File: config.mk
export PLATFORM = sky130hd
export DESIGN_NAME = qhr_ctrl
export DESIGN_NICKNAME = d
export VERILOG_FILES = /design/src/rtl/core/qhr_pkg.sv /design/src/rtl/core/qhr_ctrl.sv
export SDC_FILE = /design/constraint.sdc
export NUM_CORES = 1
export LEC_CHECK = 0
export BUFFER_PORTS_ARGS = -buffer_cell sky130_fd_sc_hd__clkbuf_2
export CAP_MARGIN = 20
export CORE_AREA = 5 5 42 44
export DETAILED_ROUTE_END_ITERATION = 10
export DIE_AREA = 0 0 47 49
export SLEW_MARGIN = 0
export SYNTH_ARGS = -nofsm -noshare
export SYNTH_HDL_FRONTEND = slang
export SYNTH_SLANG_ARGS = --single-unit
export TNS_END_PERCENT = 30
File: constraint.sdc
create_clock -name aclk -period 1.25 [get_ports aclk]
set_input_delay 0.0625 -clock aclk [delete_from_list [all_inputs] [get_ports aclk]]
set_output_delay 0.0625 -clock aclk [all_outputs]
set_load 0.02 [all_outputs]
File: src/rtl/core/qhr_pkg.sv
package qhr_pkg;

    // Field widths of one record and of one result
    localparam int AGE_W       = 5;
    localparam int SMALL_W     = 16;
    localparam int LARGE_W     = 32;
    localparam int SMALL_TOT_W = 21;
    localparam int LARGE_TOT_W = 37;
    localparam int HELD_W      = 6;
    localparam int PCT_W       = 7;
    localparam int PCT_SCALE   = 100;

    // Operation codes
    typedef enum logic [1:0] {
        FUNC_PUSH  = 2'd0,
        FUNC_GET   = 2'd1,
        FUNC_CLEAR = 2'd2,
        FUNC_AGG   = 2'd3
    } func_t;

    // One stored record
    typedef struct packed {
        logic [LARGE_W-1:0] dropped;
        logic [LARGE_W-1:0] underrun;
        logic [SMALL_W-1:0] voice;
        logic [SMALL_W-1:0] decode_fail;
        logic [SMALL_W-1:0] decode_ok;
    } rec_t;

    // Controller to datapath
    typedef struct packed {
        logic take;        // request accepted, capture payload
        logic push;        // write record at head
        logic clear;       // empty the ring
        logic get_rd;      // look up record by age
        logic walk_start;  // clear totals and walk index
        logic walk_rd;     // read next held slot for the totals
        logic mul;         // set up the percentage division
        logic div_step;    // one quotient bit
        logic load_out;    // load the result register
    } qhr_cmd_t;

    // Datapath to controller
    typedef struct packed {
        func_t func;
        logic  walk_more;
        logic  div_last;
        logic  out_free;
    } qhr_stat_t;

endpackage

File: src/rtl/core/qhr_ctrl.sv
module qhr_ctrl
    import qhr_pkg::*;
(
    input  logic      aclk,
    input  logic      aresetn,
    input  logic      s_tvalid,
    output logic      s_tready,
    input  qhr_stat_t st,
    output qhr_cmd_t  cmd
);

    typedef enum logic [2:0] {
        ST_IDLE,
        ST_DECODE,
        ST_WALK,
        ST_MUL,
        ST_DIV,
        ST_FINISH
    } state_t;

    state_t state_reg;
    state_t state_next;

    // Next state and commands
    always_comb begin
        state_next = state_reg;
        cmd        = '0;
        unique case (state_reg)
            ST_IDLE: begin
                cmd.take = s_tvalid;
                if (s_tvalid) begin
                    state_next = ST_DECODE;
                end
            end
            ST_DECODE: begin
                unique case (st.func)
                    FUNC_PUSH: begin
                        cmd.push   = 1'b1;
                        state_next = ST_FINISH;
                    end
                    FUNC_GET: begin
                        cmd.get_rd = 1'b1;
                        state_next = ST_FINISH;
                    end
                    FUNC_CLEAR: begin
                        cmd.clear  = 1'b1;
                        state_next = ST_FINISH;
                    end
                    default: begin
                        cmd.walk_start = 1'b1;
                        state_next     = ST_WALK;
                    end
                endcase
            end
            ST_WALK: begin
                cmd.walk_rd = st.walk_more;
                if (!st.walk_more) begin
                    state_next = ST_MUL;
                end
            end
            ST_MUL: begin
                cmd.mul    = 1'b1;
                state_next = ST_DIV;
            end
            ST_DIV: begin
                cmd.div_step = 1'b1;
                if (st.div_last) begin
                    state_next = ST_FINISH;
                end
            end
            ST_FINISH: begin
                cmd.load_out = st.out_free;
                if (st.out_free) begin
                    state_next = ST_IDLE;
                end
            end
            default: begin
                state_next = ST_IDLE;
            end
        endcase
    end

    // State register
    always_ff @(posedge aclk) begin
        if (!aresetn) begin
            state_reg <= ST_IDLE;
        end else begin
            state_reg <= state_next;
        end
    end

    assign s_tready = (state_reg == ST_IDLE);

    // Only one request in flight
    assert property (@(posedge aclk) disable iff (!aresetn)
        (s_tvalid && s_tready) |=> !s_tready)
        else $error("qhr_ctrl: second request taken while busy");

    // Walk ends only once all held slots are read
    assert property (@(posedge aclk) disable iff (!aresetn)
        (state_reg == ST_MUL) |-> $past(!st.walk_more))
        else $error("qhr_ctrl: totals used before walk completed");

    // A result is loaded only when the output side can take it
    assert property (@(posedge aclk) disable iff (!aresetn)
        cmd.load_out |-> st.out_free)
        else $error("qhr_ctrl: result loaded over pending result");

endmodule

==> impl_results.md <==
* Status: finished, violations left
* Failing checks: negative setup slack
* Sw power at 0.000190 W
* Layout cells sized above 1 at 61.8%
* Clock tree buffer depth at 2
* RSZ-0062 raised after global routing: yes
* Slowest library cell on the worst path: or3b_4
* DIE WIDTH at between 40 and 50 um
* Crit-path max cell delay at ~420 ps
* Unique masters post-synth at 23
* Switch share at about 36%
* CTS tree: done
* Worst-path cell chain: or3b_4 > nor3b_2 > buf_4
* Clock power frac at 33.5%
* Post-synthesis register bit count at 3
* Power density cells at about 1100 mW/mm2
* Crit share post-route at 108%
* FMAX at about 0.74 GHz
* Max reg flops at 3
* Initial DRC count at 4
* PortBufs at 17
* H-tree Lvls at 1
* Cts hold-fix bufs at 0
* Synth Warn # at 0
* Hold Crit Class: in -> reg
* Buf/Inv on CP at 1
* Area grow syn2layout at 73.5%
* Master cell of the clock root buffer: clkbuf_4
* Pint at 0.000343 W
* Critical path required time at ~1200 ps
* Register area share after synthesis at between 20 and 25%
* Final hold slack at between 60 and 70 ps
* P_leak at 0.210 nW
* Sequential share of power at approximately 22%
* Cell Rows at 14
* HPWL after DPL at 578 um
* Nets at 64
* Final WS setup at -103 ps
* Worst Setup SP: state_reg[2]
* CP Class: reg -> out
* HP Start: aresetn
* WP data arrival at between 1000 and 1500 ps
* ANT cells at 0
* First-pass GRT wire length at approximately 1300 um
* Post-placement cell count at 66
* Synthesized area at between 200 and 300 um2
* # IOs at 18
* CP startpoint kind: flop
* Overall routing resource usage at around 8.1%
* Final hold vios at 0
* TritonCTS buffer count at 3
* Vias per Instance at between 4 and 5
* Final Critical Period at approximately 1400 ps
* Max Slew Vio Count at 0
* Via count at between 300 and 400
* Max-capacitance violation count at 0
* Post-route DRC at 0
* Initial core utilization at approximately a fifth
* Crit Reg-Reg Startpoint: state_reg[2]
* Peak VDD IR at 0.000573 V
* Comb pwr share at approximately 45%
* DRT Pass-1 Iters at 2
* R2R setup slack at about 100 ps
* Clock slew at reported path FFs at 40 ps
* Largest net degree at the start of global routing at 13
* Post-DRT Antenna Nets at 0
* Number of global-route vias before repair at approximately 300
* Initial antenna violation count at 0
* Critical path capture point type: primary output
* Worst-Skew Late Latency at roughly 240 ps
* Total grt overflow at 0
* Layout Skew at between 0.5 and 0.6 ps
* Fin cells at 71
* Syn nets at 41
* Syn_area_per_cell at between 8 and 9 um2
* Slew @ Worst Pin at roughly 360 ps
* Overall Power at ~0.00053 W
* Core area at 0.00140 mm2
* Die Footprint at between 0.002 and 0.0025 mm2
* Slew HR at between 70% and 80%
* Die height at approximately 50 um
* Top delay family on crit path: simple AND/OR/NAND/NOR gates
* Gpl congestion at 0.766
* Final wirelength at 788 um
* WL/cell at 11.1 um
* Max Fanout on Critical Path at 4
* Post-Synthesis Cells at 33
* Final setup vio count at 6
* CTS Sinks at 3
path summary, 6_finish.rpt:
path             endpoint  cells after the start
min          state_reg[0]                      3
min reg2reg  state_reg[0]                      2
max                cmd[5]                      3
max reg2reg  state_reg[0]                      4
synth_stat cells (all sizes together):
| cell type | instances | area, um2 |
|---|---|---|
| a2111oi | 1 | 8.76 |
| a211oi | 1 | 7.51 |
| a21oi | 2 | 10.0 |
| and2 | 1 | 6.26 |
| and3b | 1 | 8.76 |
| buf | 3 | 21.3 |
| dfxtp | 3 | 60.1 |
| nand2 | 3 | 11.3 |
| nand2b | 2 | 12.5 |
| nand3 | 1 | 5.00 |
| nand4b | 1 | 8.76 |
| nor2 | 1 | 3.75 |
| nor2b | 1 | 6.26 |
| nor3 | 2 | 15.0 |
| nor3b | 4 | 40.0 |
| nor4bb | 1 | 10.0 |
| o21ai | 3 | 15.0 |
| o31ai | 1 | 7.51 |
| or3b | 1 | 11.3 |
metrics by stage:
| stage | utilization, % | worst slack, ps | cell area, um2 | setup TNS, ps |
|---|---|---|---|---|
| after global routing | 33.3 | -172 | 467 | -836 |
| after detailed placement | 27.1 | 96.8 | 380 | 0 |
| final | 33.3 | -103 | 467 | -351 |
| after floorplan | - | -1.94 | 274 | -1.94 |
| after global placement | 27.1 | 96.7 | 380 | 0 |
| after CTS | 32.5 | -133 | 455 | -524 |
cell type report:
type / instances / area (um2)
clock buffer: 4 / 26.3
sequential: 3 / 62.6
tap: 16 / 20.0
multi-input combinational: 27 / 211
fill: 155 / 935
timing repair buffer: 21 / 146
layout by cell type (no fill, tap or decap), types with 2 or more instances in the layout:
cell type / count
buf_4: 9
clkbuf_2: 8
nor3b_2: 4
clkbuf_4: 3
nand2_1: 2
o21ai_1: 2
nand2b_1: 2
a21oi_1: 2
buf_2: 2
dfxtp_2: 2
logic make-up (layout without fill, tap and decap cells):
logic type | count (synthesis) | count (layout) | synth area share, %
AOI/OAI and AO/OA | 8 | 8 | 18.1
DFF | 3 | 3 | 22.3
buffers and inverters | 3 | 25 | 7.91
and+or+nand+nor | 19 | 19 | 51.6
per-layer routing:
metal  GRT usage (%)  up-vias  routed length [um]
li1                -      165                   -
met5               0        -                   0
met2            10.2       15                 382
met4            5.53        0                  11
met3            5.17        2                  85
met1            9.69      143                 309
worst min-delay path, delay by kind of cell:
family | cells | cell delay [ps]
compound gates | 1 | 40
buf+inv | 1 | 100
simple gates | 1 | 60
power groups by stage:
| stage | clock (W) | combinational [W] | sequential [W] |
|---|---|---|---|
| 6_report | 0.000179 | 0.000239 | 0.000115 |
| 3_5_place_dp | 0 | 0.000199 | 0.000116 |
| 4_1_cts | 0.000181 | 0.000234 | 0.000115 |
| 5_1_grt | 0.000199 | 0.000262 | 0.000117 |
| 2_1_floorplan | 0 | 0.000138 | 0.000117 |
| 3_3_place_gp | 0 | 0.000196 | 0.000116 |
what timing repair did:
action,in CTS,in global routing
setup endpoints to repair,6,9
pin swaps,3,2
buffers inserted,1,0
resized for setup,13,11
Note: power is estimated with default switching activity, not from simulation.
